--- config.mk ---
export PLATFORM = sky130hd
export DESIGN_NAME = sparse_offset_delta_table_top
export DESIGN_NICKNAME = d
export VERILOG_FILES = /design/src/rtl/sodt_pkg.sv /design/src/rtl/sodt_ram.sv /design/src/rtl/sodt_ctrl.sv /design/src/rtl/sodt_dp.sv /design/src/rtl/sparse_offset_delta_table_top.sv
export SDC_FILE = /design/constraint.sdc
export NUM_CORES = 1
export LEC_CHECK = 0
export BUFFER_PORTS_ARGS = -buffer_cell sky130_fd_sc_hd__buf_2
export CAP_MARGIN = 30
export CELL_PAD_IN_SITES_DETAIL_PLACEMENT = 1
export CELL_PAD_IN_SITES_GLOBAL_PLACEMENT = 1
export CORE_ASPECT_RATIO = 0.6
export CORE_MARGIN = 4
export CORE_UTILIZATION = 35
export CTS_BUF_LIST = sky130_fd_sc_hd__clkbuf_2 sky130_fd_sc_hd__clkbuf_4 sky130_fd_sc_hd__clkbuf_8
export CTS_CLUSTER_SIZE = 8
export DETAILED_ROUTE_END_ITERATION = 6
export GPL_ROUTABILITY_DRIVEN = 0
export GPL_TIMING_DRIVEN = 1
export PLACE_DENSITY = 0.63
export SYNTH_ARGS = -nofsm -noshare
export SYNTH_HDL_FRONTEND = slang
export SYNTH_SLANG_ARGS = --single-unit
--- constraint.sdc ---
create_clock -name clk_i -period 4.21 [get_ports clk_i]
set_clock_uncertainty 0.2 [all_clocks]
set_input_delay 1.0525 -clock clk_i [delete_from_list [all_inputs] [get_ports clk_i]]
set_output_delay 1.0525 -clock clk_i [all_outputs]
set_load 0.005 [all_outputs]
--- src/rtl/sodt_pkg.sv ---
`default_nettype none

package sodt_pkg;

  localparam int unsigned DATA_W    = 16;
  localparam int unsigned FUNC_W    = 2;
  localparam int unsigned MAX_OUT_W = 15;
  localparam int unsigned CNT_OUT_W = 5;

  localparam logic [FUNC_W-1:0] FUNC_UPDATE = 2'd0;
  localparam logic [FUNC_W-1:0] FUNC_LOOKUP = 2'd1;
  localparam logic [FUNC_W-1:0] FUNC_APPEND = 2'd2;

  typedef enum logic [1:0] {
    ST_IDLE,
    ST_SCAN,
    ST_DRAIN,
    ST_EXEC
  } state_e;

  // controller -> datapath
  typedef struct packed {
    logic load;
    logic scan_issue;
    logic exec;
  } cmd_t;

  // datapath -> controller
  typedef struct packed {
    logic empty;
    logic scan_last;
  } sts_t;

  function automatic logic signed [DATA_W-1:0] smin(input logic signed [DATA_W-1:0] a,
                                                    input logic signed [DATA_W-1:0] b);
    return (a < b) ? a : b;
  endfunction

  function automatic logic signed [DATA_W-1:0] smax(input logic signed [DATA_W-1:0] a,
                                                    input logic signed [DATA_W-1:0] b);
    return (a > b) ? a : b;
  endfunction

  function automatic logic signed [DATA_W-1:0] sat_add(input logic signed [DATA_W-1:0] a,
                                                       input logic signed [DATA_W-1:0] b);
    logic signed [DATA_W:0] s;
    s = {a[DATA_W-1], a} + {b[DATA_W-1], b};
    if (s[DATA_W] != s[DATA_W-1]) begin
      return s[DATA_W] ? {1'b1, {(DATA_W-1){1'b0}}} : {1'b0, {(DATA_W-1){1'b1}}};
    end
    return s[DATA_W-1:0];
  endfunction

endpackage

`default_nettype wire

--- src/rtl/sodt_ram.sv ---
`default_nettype none

module sodt_ram #(
  parameter int unsigned WIDTH = 16,
  parameter int unsigned DEPTH = 16
) (
  input  wire logic                     clk_i,
  input  wire logic                     we_i,
  input  wire logic [$clog2(DEPTH)-1:0] waddr_i,
  input  wire logic [WIDTH-1:0]         wdata_i,
  input  wire logic [$clog2(DEPTH)-1:0] raddr_i,
  output logic      [WIDTH-1:0]         rdata_o
);

  logic [WIDTH-1:0] mem_q [DEPTH];

  always_ff @(posedge clk_i) begin
    if (we_i) begin
      mem_q[waddr_i] <= wdata_i;
    end
    rdata_o <= mem_q[raddr_i];
  end

endmodule

`default_nettype wire

--- src/rtl/sodt_ctrl.sv ---
`default_nettype none

module sodt_ctrl (
  input  wire logic          clk_i,
  input  wire logic          rst_ni,
  input  wire logic          start,
  output logic               busy,
  input  wire sodt_pkg::sts_t sts_i,
  output sodt_pkg::cmd_t     cmd_o
);

  sodt_pkg::state_e state_q, state_d;

  always_ff @(posedge clk_i or negedge rst_ni) begin
    if (!rst_ni) begin
      state_q <= sodt_pkg::ST_IDLE;
    end else begin
      state_q <= state_d;
    end
  end

  always_comb begin
    state_d = state_q;
    case (state_q)
      sodt_pkg::ST_IDLE: begin
        if (start) begin
          state_d = sts_i.empty ? sodt_pkg::ST_EXEC : sodt_pkg::ST_SCAN;
        end
      end
      sodt_pkg::ST_SCAN: begin
        if (sts_i.scan_last) begin
          state_d = sodt_pkg::ST_DRAIN;
        end
      end
      sodt_pkg::ST_DRAIN: state_d = sodt_pkg::ST_EXEC;
      sodt_pkg::ST_EXEC:  state_d = sodt_pkg::ST_IDLE;
      default:            state_d = sodt_pkg::ST_IDLE;
    endcase
  end

  always_comb begin
    cmd_o.load       = (state_q == sodt_pkg::ST_IDLE) && start;
    cmd_o.scan_issue = (state_q == sodt_pkg::ST_SCAN);
    cmd_o.exec       = (state_q == sodt_pkg::ST_EXEC);
    busy             = (state_q != sodt_pkg::ST_IDLE);
  end

endmodule

`default_nettype wire

--- src/rtl/sodt_dp.sv ---
`default_nettype none

module sodt_dp #(
  parameter int unsigned MAX_ENTRIES = 16
) (
  input  wire logic                                  clk_i,
  input  wire logic                                  rst_ni,
  input  wire sodt_pkg::cmd_t                        cmd_i,
  output sodt_pkg::sts_t                             sts_o,
  input  wire logic        [sodt_pkg::FUNC_W-1:0]    func_i,
  input  wire logic signed [sodt_pkg::DATA_W-1:0]    offset_i,
  input  wire logic signed [sodt_pkg::DATA_W-1:0]    delta_i,
  output logic                                       valid_o,
  output logic signed      [sodt_pkg::DATA_W-1:0]    value_o,
  output logic signed      [sodt_pkg::DATA_W-1:0]    min_offset_o,
  output logic             [sodt_pkg::MAX_OUT_W-1:0] max_offset_o,
  output logic             [sodt_pkg::CNT_OUT_W-1:0] entry_count_o,
  output logic                                       overflow_o
);

  localparam int unsigned IW = $clog2(MAX_ENTRIES);
  localparam int unsigned CW = $clog2(MAX_ENTRIES + 1);
  localparam int unsigned DW = sodt_pkg::DATA_W;

  // latched transaction
  logic        [sodt_pkg::FUNC_W-1:0] func_q;
  logic signed [DW-1:0]               off_q, delta_q;

  logic [CW-1:0] count_q, count_d;
  logic [IW-1:0] scan_idx_q, rd_idx_q;
  logic          issue_q;

  // scan results
  logic                 found_q;
  logic [IW-1:0]        match_idx_q;
  logic signed [DW-1:0] match_delta_q;
  logic signed [DW-1:0] last_off_q, last_delta_q;
  logic signed [DW-1:0] lo_all_q, hi_all_q, lo_ex_q, hi_ex_q;

  logic signed [DW-1:0] rd_off, rd_delta;
  logic                 is_match;

  // write side
  logic                 we_off, we_delta;
  logic [IW-1:0]        waddr;
  logic signed [DW-1:0] wdata_off, wdata_delta;

  // exec decision
  logic                 full, remove, accum, append;
  logic signed [DW-1:0] sum, value_d, lo_d, hi_d;
  logic                 ovf_d;
  logic [CW+sodt_pkg::CNT_OUT_W-1:0] count_ext;

  sodt_ram #(.WIDTH(DW), .DEPTH(MAX_ENTRIES)) u_off_ram (
    .clk_i   (clk_i),
    .we_i    (we_off),
    .waddr_i (waddr),
    .wdata_i (wdata_off),
    .raddr_i (scan_idx_q),
    .rdata_o (rd_off)
  );

  sodt_ram #(.WIDTH(DW), .DEPTH(MAX_ENTRIES)) u_delta_ram (
    .clk_i   (clk_i),
    .we_i    (we_delta),
    .waddr_i (waddr),
    .wdata_i (wdata_delta),
    .raddr_i (scan_idx_q),
    .rdata_o (rd_delta)
  );

  assign sts_o.empty     = (count_q == '0);
  assign sts_o.scan_last = ((CW'(scan_idx_q) + CW'(1)) == count_q);

  assign is_match = issue_q && !found_q && (rd_off == off_q);

  always_comb begin
    full    = (count_q == CW'(MAX_ENTRIES));
    sum     = sodt_pkg::sat_add(match_delta_q, delta_q);
    remove  = 1'b0;
    accum   = 1'b0;
    append  = 1'b0;
    ovf_d   = 1'b0;
    value_d = '0;
    case (func_q)
      sodt_pkg::FUNC_UPDATE: begin
        if (found_q) begin
          if (sum == '0) begin
            remove = 1'b1;
          end else begin
            accum   = 1'b1;
            value_d = sum;
          end
        end else if (full) begin
          ovf_d = 1'b1;
        end else if (delta_q != '0) begin
          append  = 1'b1;
          value_d = delta_q;
        end
      end
      sodt_pkg::FUNC_LOOKUP: begin
        value_d = found_q ? match_delta_q : '0;
      end
      sodt_pkg::FUNC_APPEND: begin
        if (full) begin
          ovf_d = 1'b1;
        end else begin
          append = 1'b1;
        end
        if (found_q) begin
          value_d = match_delta_q;
        end else if (!full) begin
          value_d = delta_q;
        end
      end
      default: value_d = '0;
    endcase

    count_d = count_q;
    if (remove) begin
      count_d = count_q - CW'(1);
    end else if (append) begin
      count_d = count_q + CW'(1);
    end

    // bounds: removal drops the matched entry, the moved last entry stays
    if (remove) begin
      lo_d = lo_ex_q;
      hi_d = hi_ex_q;
    end else if (append) begin
      lo_d = sodt_pkg::smin(lo_all_q, off_q);
      hi_d = sodt_pkg::smax(hi_all_q, off_q);
    end else begin
      lo_d = lo_all_q;
      hi_d = hi_all_q;
    end

    we_off      = cmd_i.exec && (remove || append);
    we_delta    = cmd_i.exec && (remove || append || accum);
    waddr       = append ? count_q[IW-1:0] : match_idx_q;
    wdata_off   = remove ? last_off_q : off_q;
    wdata_delta = remove ? last_delta_q : (accum ? sum : delta_q);
    count_ext   = {{sodt_pkg::CNT_OUT_W{1'b0}}, count_d};
  end

  // control registers
  always_ff @(posedge clk_i or negedge rst_ni) begin
    if (!rst_ni) begin
      count_q    <= '0;
      scan_idx_q <= '0;
      issue_q    <= 1'b0;
      found_q    <= 1'b0;
      valid_o    <= 1'b0;
    end else begin
      issue_q <= cmd_i.scan_issue;
      valid_o <= cmd_i.exec;
      if (cmd_i.load) begin
        scan_idx_q <= '0;
        found_q    <= 1'b0;
      end else begin
        if (cmd_i.scan_issue) begin
          scan_idx_q <= scan_idx_q + IW'(1);
        end
        if (is_match) begin
          found_q <= 1'b1;
        end
      end
      if (cmd_i.exec) begin
        count_q <= count_d;
      end
    end
  end

  // payload registers
  always_ff @(posedge clk_i) begin
    rd_idx_q <= scan_idx_q;
    if (cmd_i.load) begin
      func_q   <= func_i;
      off_q    <= offset_i;
      delta_q  <= delta_i;
      lo_all_q <= '0;
      hi_all_q <= '0;
      lo_ex_q  <= '0;
      hi_ex_q  <= '0;
    end else if (issue_q) begin
      lo_all_q     <= sodt_pkg::smin(lo_all_q, rd_off);
      hi_all_q     <= sodt_pkg::smax(hi_all_q, rd_off);
      last_off_q   <= rd_off;
      last_delta_q <= rd_delta;
      if (is_match) begin
        match_idx_q   <= rd_idx_q;
        match_delta_q <= rd_delta;
      end else begin
        lo_ex_q <= sodt_pkg::smin(lo_ex_q, rd_off);
        hi_ex_q <= sodt_pkg::smax(hi_ex_q, rd_off);
      end
    end
    if (cmd_i.exec) begin
      value_o       <= value_d;
      min_offset_o  <= lo_d;
      max_offset_o  <= hi_d[sodt_pkg::MAX_OUT_W-1:0];
      entry_count_o <= count_ext[sodt_pkg::CNT_OUT_W-1:0];
      overflow_o    <= ovf_d;
    end
  end

endmodule

`default_nettype wire

--- src/rtl/sparse_offset_delta_table_top.sv ---
// Channel   Ports                                        Transaction taken when
// -------   -------------------------------------------  ---------------------------
// command   start, func_i, offset_i, delta_i  / busy     start high, busy low
// result    valid_o, value_o, min_offset_o, max_offset_o, valid_o high (one cycle)
//           entry_count_o, overflow_o
//
// A command holds the block from acceptance to the next possible acceptance for a time
// set by the scan of the offset and delta memories, one entry per cycle on their single
// read port, so it grows with the entry count before it; an empty table skips the scan.
// The result strobe comes in the cycle after the write-back and the next command can be
// accepted in that same cycle. Reset clears the entry count and the sequencer; entries
// at or above the count are never read, so no clearing pass is run. The receiver cannot
// stall.
`default_nettype none

module sparse_offset_delta_table_top #(
  parameter int unsigned MAX_ENTRIES = 16
) (
  input  wire logic                                  clk_i,
  input  wire logic                                  rst_ni,
  input  wire logic                                  start,
  output logic                                       busy,
  input  wire logic        [sodt_pkg::FUNC_W-1:0]    func_i,
  input  wire logic signed [sodt_pkg::DATA_W-1:0]    offset_i,
  input  wire logic signed [sodt_pkg::DATA_W-1:0]    delta_i,
  output logic                                       valid_o,
  output logic signed      [sodt_pkg::DATA_W-1:0]    value_o,
  output logic signed      [sodt_pkg::DATA_W-1:0]    min_offset_o,
  output logic             [sodt_pkg::MAX_OUT_W-1:0] max_offset_o,
  output logic             [sodt_pkg::CNT_OUT_W-1:0] entry_count_o,
  output logic                                       overflow_o
);

  // command and status between sequencer and datapath
  sodt_pkg::cmd_t cmd;
  sodt_pkg::sts_t sts;

  // Sequencer: accept, scan the table and drain the last read unless empty, write back.
  sodt_ctrl u_ctrl (
    .clk_i  (clk_i),
    .rst_ni (rst_ni),
    .start  (start),
    .busy   (busy),
    .sts_i  (sts),
    .cmd_o  (cmd)
  );

  // Datapath: holds the table memories, searches for the first match while tracking
  // the offset bounds with and without the matched entry, then updates, appends or
  // removes (last entry moves into the freed slot) and registers the result.
  sodt_dp #(.MAX_ENTRIES(MAX_ENTRIES)) u_dp (
    .clk_i         (clk_i),
    .rst_ni        (rst_ni),
    .cmd_i         (cmd),
    .sts_o         (sts),
    .func_i        (func_i),
    .offset_i      (offset_i),
    .delta_i       (delta_i),
    .valid_o       (valid_o),
    .value_o       (value_o),
    .min_offset_o  (min_offset_o),
    .max_offset_o  (max_offset_o),
    .entry_count_o (entry_count_o),
    .overflow_o    (overflow_o)
  );

endmodule

`default_nettype wire
[After elaboration in Yosys (flattened, before gate mapping)]
Memory sizes are Yosys's and may differ from the RTL's. A register that Yosys moved wholly into a read port is not among the register bits.
Cells that the tools add are included.
Storage, ports and cells
  flip-flop bits (word level): 221
  memory bits (writable): 512
  bits of input ports: 37
  memories: 2
Memories
  u_dp.u_delta_ram.mem_q: depth 16, width 16, read ports 1, clocked after memory_dff 1, wr ports 1, RTL line sodt_ram.sv:15  | logic [WIDTH-1:0] mem_q [DEPTH];
  u_dp.u_off_ram.mem_q: depth 16, width 16, read ports 1, clocked after memory_dff 1, wr ports 1, RTL line sodt_ram.sv:15
Operators by class
  $add $sub $neg: 5
  magnitude comparators: 6
  eq/ne operators: 11
  mux-type cells: 50
  bitwise logic cells: 6
  reduce and logical (&&, ||, !) cells: 23
Operators with widths (count)
  2-to-1 mux 16 bit: 16
  greater-than comparator 16 bit: 3
  less-than comparator 16 bit: 3
  one-hot mux 16 bit (3 select lines): 1
  2-to-1 mux 15 bit: 3
  2-to-1 mux 1 bit: 19
  adder 16 x 16 -> 17 bit: 1
  equality test 16 bit: 1
  logical NOT 16 bit: 1
  nonzero test 16 bit: 1
  2-to-1 mux 4 bit: 3
  2-to-1 mux 5 bit: 2
  AND reduction 3 bit: 3
  one-hot mux 2 bit (4 select lines): 1
  AND reduction 2 bit: 4
  equality test 2 bit (second input constant): 3
  2-to-1 mux 2 bit: 3
  NOT 1 bit: 6
  nonzero test 2 bit: 3
  adder 4 x 1 -> 5 bit (second input constant): 1
  adder 5 x 1 -> 5 bit (second input constant): 1
  equality test 5 bit: 1
  equality test 5 bit (second input constant): 1
  logical AND 1 bit: 5
  other kinds (10): 15

[Depth between registers and ports, before layout]
  depth after elaboration: 13
  mapped depth: 13
  gate-level depth less buffers: 11

[Cells and area by module]
A second synthesis with hierarchy kept.
Second synthesis, totals
  cells, all modules: 2043
  area, all modules: 32482.4 µm²
Modules (own cells, without submodules)
  sodt_dp: times used 1, cells an instance 1162, area an instance 12216.7 µm², sequential area each 5835.6 µm²
  sodt_ram (u_dp.u_off_ram): times used 1, cells an instance 432, area an instance 10043.4 µm², sequential area each 8007.7 µm²
  sodt_ram (u_dp.u_delta_ram): times used 1, cells an instance 432, area an instance 10042.1 µm², sequential area each 8007.7 µm²
  sodt_ctrl: times used 1, cells an instance 17, area an instance 180.2 µm², sequential area each 50.0 µm²

[Worst setup path after synthesis]
No wires, ideal clock.
  kind: reg-to-reg
  start: register u_dp.delta_q[0]
  end: memory u_dp.u_off_ram.mem_q[0][0] (enable)
  setup time: 390 ps
  arrival: 3974 ps
  slack: -355 ps
  stages on the path, launching flop included: 12
  period minus slack after synthesis: 4565 ps
  cell sequence: edfxtp_1 ha_1 fa_1 a21oi_1 o211ai_1 and3_1 o21a_1 o311a_1 nor4_1 nand3_1 o31ai_1 nor2b_1
On the way
  cells in the longest elaborated chain, start to end: 12
  elaborated cells between the ends (all ways): 20
  classes of those cells: 1 x add/sub; 1 x eq/ne; 14 x mux; 4 x reduce/logical
Ends and longest elaborated chain
  from (decl): RTL line sodt_dp.sv:27  | logic signed [DW-1:0] off_q, delta_q;
  from (signal assigned): RTL line sodt_dp.sv:180  | delta_q <= delta_i;
  adder 16 x 16 -> 17 bit: RTL line sodt_pkg.sv:47  | s = {a[DATA_W-1], a} + {b[DATA_W-1], b};
  2-to-1 mux 16 bit or inequality test 1 bit (tied branches): RTL line sodt_pkg.sv:49, sodt_pkg.sv:48
  2-to-1 mux 16 bit or 2-to-1 mux 1 bit (tied branches): RTL line sodt_pkg.sv:48  | if (s[DATA_W] != s[DATA_W-1]) begin
  2-to-1 mux 16 bit: RTL line sodt_pkg.sv:51  | return s[DATA_W-1:0];
  logical NOT 16 bit: RTL line sodt_dp.sv:88  | if (sum == '0) begin
  2-to-1 mux 1 bit: RTL line sodt_dp.sv:88
  2-to-1 mux 1 bit: RTL line sodt_dp.sv:87  | if (found_q) begin
  2-to-1 mux 1 bit: RTL line sodt_dp.sv:85  | case (func_q)
  logical OR 1 bit: RTL line sodt_dp.sv:138  | we_off = cmd_i.exec && (remove || append);
  logical AND 1 bit: RTL line sodt_dp.sv:138
  2-to-1 mux 1 bit: RTL line sodt_ram.sv:18  | if (we_i) begin
  2-to-1 mux 1 bit (not written as such): RTL line sodt_ram.sv:19  | mem_q[waddr_i] <= wdata_i;
  to (decl): RTL line sodt_ram.sv:15
Parallel ways exist; a longest one is shown, timed or not. The select of a mux whose other input is x is not followed.

[Worst setup path in the final report]
  start: register u_dp.match_delta_q[0]
  end: memory u_dp.u_off_ram.mem_q[7][7] (enable)
On the way
  cells in the longest elaborated chain, start to end: 12
  elaborated cells between the ends (all ways): 14
  classes of those cells: 1 x add/sub; 1 x eq/ne; 9 x mux; 3 x reduce/logical
Ends and longest elaborated chain
  from (decl): RTL line sodt_dp.sv:36  | logic signed [DW-1:0] match_delta_q;
  from (signal assigned): RTL line sodt_dp.sv:192  | match_delta_q <= rd_delta;
  adder 16 x 16 -> 17 bit *: RTL line sodt_pkg.sv:47
  2-to-1 mux 16 bit or inequality test 1 bit (tied branches): RTL line sodt_pkg.sv:49, sodt_pkg.sv:48
  2-to-1 mux 16 bit or 2-to-1 mux 1 bit (tied branches): RTL line sodt_pkg.sv:48
  2-to-1 mux 16 bit *: RTL line sodt_pkg.sv:51
  logical NOT 16 bit *: RTL line sodt_dp.sv:88
  2-to-1 mux 1 bit *: RTL line sodt_dp.sv:88
  2-to-1 mux 1 bit *: RTL line sodt_dp.sv:87
  2-to-1 mux 1 bit *: RTL line sodt_dp.sv:85
  logical OR 1 bit *: RTL line sodt_dp.sv:138
  logical AND 1 bit *: RTL line sodt_dp.sv:138
  2-to-1 mux 1 bit *: RTL line sodt_ram.sv:18
  2-to-1 mux 1 bit (not written as such) *: RTL line sodt_ram.sv:19
Mark *: on every way between the ends. The rest lies on a longest branch, timed or not. The select of a mux whose other input is x is not followed.

==> results.json <==
{
  "yosys.area.top_type": "edfxtp_1",
  "met3_usage": 0.0376,
  "leakagePower_nw": 13.9,
  "synth_cell_types": 69,
  "antenna_cells": 0,
  "async_reset_ff_frac": 0.0183,
  "synthDominantCellAreaShare": 0.596,
  "synth_edf_count": 651,
  "grt_setup_unrepaired": "true",
  "grt_use_met2": 0.307,
  "pwr-share-comb": 0.002,
  "final_common_cell": "edfxtp_1",
  "dominantRegCellSynth": "edfxtp_1",
  "final.period_utilization": 1.05,
  "setup.worst_path.end_class": "register",
  "final.setup.worst_slack_ns": -0.230,
  "register_area_um2": 21900,
  "cts_inserted_buffers": 111,
  "worstHoldPathType": "register to register",
  "clk_pin_slew_ns": 0.06,
  "power_density_nw_per_um2": 365,
  "vias": 21000,
  "drt-initial-drc-count": 2062,
  "cts_max_path_buffers": 3,
  "initial_core_util": 0.355,
  "path_cells": "ha_2 > fa_2 > a21oi_2 > o211ai_1 > a21o_1 > a211o_1 > or4_4 > o211ai_1 > buf_4 > buf_4 > nand4_1 > o21ba_2 > nor2_2 > buf_12",
  "finalInstanceArea_um2": 39000,
  "final_cell_mix": "edfxtp_1, mux2i_1, nand2_1, nor2_1, clkbuf_8",
  "setup.worst_path.end": "u_dp.u_off_ram.mem_q[7][7]",
  "dp_hpwl_mm": 61.4,
  "grt-ovfl-total": 0,
  "port_buffers": 91,
  "num_rows": 86,
  "die-height_um": 245,
  "drt-total-wl_mm": 99.8,
  "critPathRequiredTime_ns": 4.47,
  "yosys_register_bits": 765,
  "route.detailed.drc": 0,
  "yosysWarningCount": 0,
  "grt_antenna_before_repair": 2,
  "cp_max_fo": 16,
  "start_kind": "register",
  "violations": "setup timing",
  "placedCellCount": 3586,
  "min_period_ns": 4.44,
  "r2r_slack_ns": -0.23,
  "clk_latency_ns": 0.81,
  "hold_viol": 0,
  "io_pins": 92,
  "drv_slew": 0,
  "pwr-share-clk": 0.428,
  "fillers": 9379,
  "maxCapViolations": 0,
  "syn-instance-count": 2220,
  "synth-seq-area-share": 0.667,
  "cpPeakStageDelay_ns": 0.55,
  "status": "finished with violations",
  "syn_avg_cell_area_um2": 14.8,
  "critical_path_arrival_ns": 4.70,
  "grt_pass1_wl_mm": 146,
  "core_area_um2": 92400,
  "crit_type": "register to register",
  "syn_to_final_growth_pct": 18.8,
  "maxSlewHeadroom": 0.398,
  "crit_start": "u_dp.match_delta_q[0]",
  "drive_above_1_share": 0.241,
  "grt_max_degree": 73,
  "cts_tree": "built",
  "place_area_um2": 36100,
  "numClockSinks": 765,
  "viasPerCell": 5.50,
  "worstMarginPinSlew_ns": 0.902,
  "slowest_stage": "or4_4",
  "multi_input_area_um2": 10800,
  "drtPass1Iterations": 5,
  "setup_viol": 595,
  "nets": 2658,
  "die-area_um2": 98900,
  "r2r_start": "u_dp.match_delta_q[0]",
  "syn_area_um2": 32800,
  "pwr-share-seq": 0.570,
  "grt_pass1_vias": 22000,
  "p_switching_mw": 2.93,
  "grt_use_met1": 0.290,
  "top_usage_layer": "met2",
  "finalNonFillerCells": 3818,
  "fmax_mhz": 225,
  "p_int_mw": 11.3,
  "synthTopCellsByArea": "edfxtp_1, mux2i_1, dfxtp_1",
  "syn_nets": 2375,
  "cts_root_buf": "clkbuf_8",
  "ant_nets": 0,
  "dp_slack_ns": -0.409,
  "grtUsageTotal": 0.199,
  "peakVddDrop_v": 0.000242,
  "r2r-end": "u_dp.u_off_ram.mem_q[7][7]",
  "reg2reg_depth": 14,
  "h-tree-depth": 3,
  "wl_per_cell_um": 26.1,
  "die_w_um": 403,
  "swShare": 0.206
}
## per-layer routing
layer | vias to the layer above | routed length [um]
met3 | 134 | 5990
met5 | - | 13
met2 | 655 | 44700
met4 | 2 | 1970
met1 | 11000 | 47100
li1 | 9213 | -
## area by class of cell
class | count | share of cell area
clock buffer | 185 | 0.0545
sequential | 765 | 0.562
tap | 1232 | 0.0395
multi-input combinational | 1322 | 0.277
inverter | 54 | 0.00523
clock inverter | 11 | 0.00260
timing repair buffer | 249 | 0.0591
## synth_stat cells, types with 6 or more instances
cell        n
nand4_1    23
o22ai_1     8
o31a_1      6
dfrtp_1    14
nand2_1   152
nand3_1    18
a31oi_1     7
nor2b_1    22
a21oi_1   118
mux2i_1   203
mux4_2     64
o31ai_1     7
dfxtp_1   100
a21boi_1    7
ha_1      117
mux2_2     39
o21ai_1    14
clkbuf_1   71
xor2_1      9
nor2_1    129
o21a_1     13
and3_1      9
a221oi_1   32
nand2b_1   10
nor3_1     16
buf_1      17
o21ai_0    96
a22oi_1    51
a21boi_0    7
xnor2_1    31
nor4_1     15
a21o_1     23
inv_1      52
edfxtp_1  651
## power by group through the flow
stage	Combinational, mW	Sequential [mW]	Clock (mW)
finish	0.0226	8.10	6.09
global route	0.0254	8.10	6.60
detailed placement	0.0222	8.27	0
global placement	0.0215	8.27	0
CTS	0.0234	8.10	6.26
floorplan	0.0000148	8.27	0
## flip-flops by register name (all words and copies together) (netlist names), 15 cells and up
signal                    flops
u_dp.min_offset_o            16
u_dp.delta_q                 16
u_dp.off_q                   16
u_dp.hi_all_q                16
u_dp.lo_all_q                16
u_dp.u_off_ram.mem_q        256
u_dp.match_delta_q           16
u_dp.last_delta_q            16
u_dp.max_offset_o            15
u_dp.lo_ex_q                 16
u_dp.u_delta_ram.mem_q      256
u_dp.u_off_ram.rdata_o       16
u_dp.hi_ex_q                 16
u_dp.last_off_q              16
u_dp.u_delta_ram.rdata_o     16
u_dp.value_o                 16
## cells by family (layout without fill, tap and decap cells)
kind of cell	count (synthesis)	in the layout	synth area share
AOI/OAI and AO/OA	423	423	0.0816
xor gates and xnor gates	40	40	0.0107
adders and majority gates	118	118	0.0452
buffers and inverters	149	499	0.0176
DFF	765	765	0.667
muxes	306	322	0.119
and+or+nand+nor	419	419	0.0582
## what timing repair did
item / CTS / global route
gates cloned: 23 / 1
pin swaps: 4 / 2
buffers inserted: 7 / 4
hold endpoints to repair: 14 / 0
resized for setup: 47 / 12
setup endpoints to repair: 800 / 818
hold buffers: 1 / 0
## worst min path at each step
stage / start / end / slack, ns / cells past startpoint
2_1_floorplan: u_dp.scan_idx_q[0] / u_dp.rd_idx_q[0] / 0.17 / 0
5_1_grt: offset_i[3] / u_dp.off_q[3] / 0.18 / 1
4_1_cts: offset_i[3] / u_dp.off_q[3] / 0.15 / 1
3_3_place_gp: u_dp.rd_idx_q[2] / u_dp.match_idx_q[2] / 0.19 / 0
3_5_place_dp: u_dp.rd_idx_q[1] / u_dp.match_idx_q[1] / 0.19 / 0
6_report: u_dp.rd_idx_q[1] / u_dp.match_idx_q[1] / 0.20 / 0
## critical path: cells and delay by family (launching register included)
kind,cells,cell delay [ns]
AO/OA/AOI/OAI,6,1.52
AND/OR/NAND/NOR,3,0.87
adder cells (fa/ha/maj),2,0.59
buffers and inverters,3,0.51
flip-flops,1,0.41
## stage by stage
stage / utilization / TNS, ns / hold WS, ns / power [mW]
finish: 0.422 / -60.11 / 0.202 / 14.2
global route: 0.422 / -149.30 / 0.181 / 14.7
CTS: 0.421 / -40.10 / 0.150 / 14.4
detailed placement: 0.390 / -170.07 / 0.190 / 8.29
global placement: 0.390 / -71.78 / 0.187 / 8.29
floorplan: - / -24.20 / 0.172 / 8.27
Note: power is estimated with default switching activity, not from simulation.
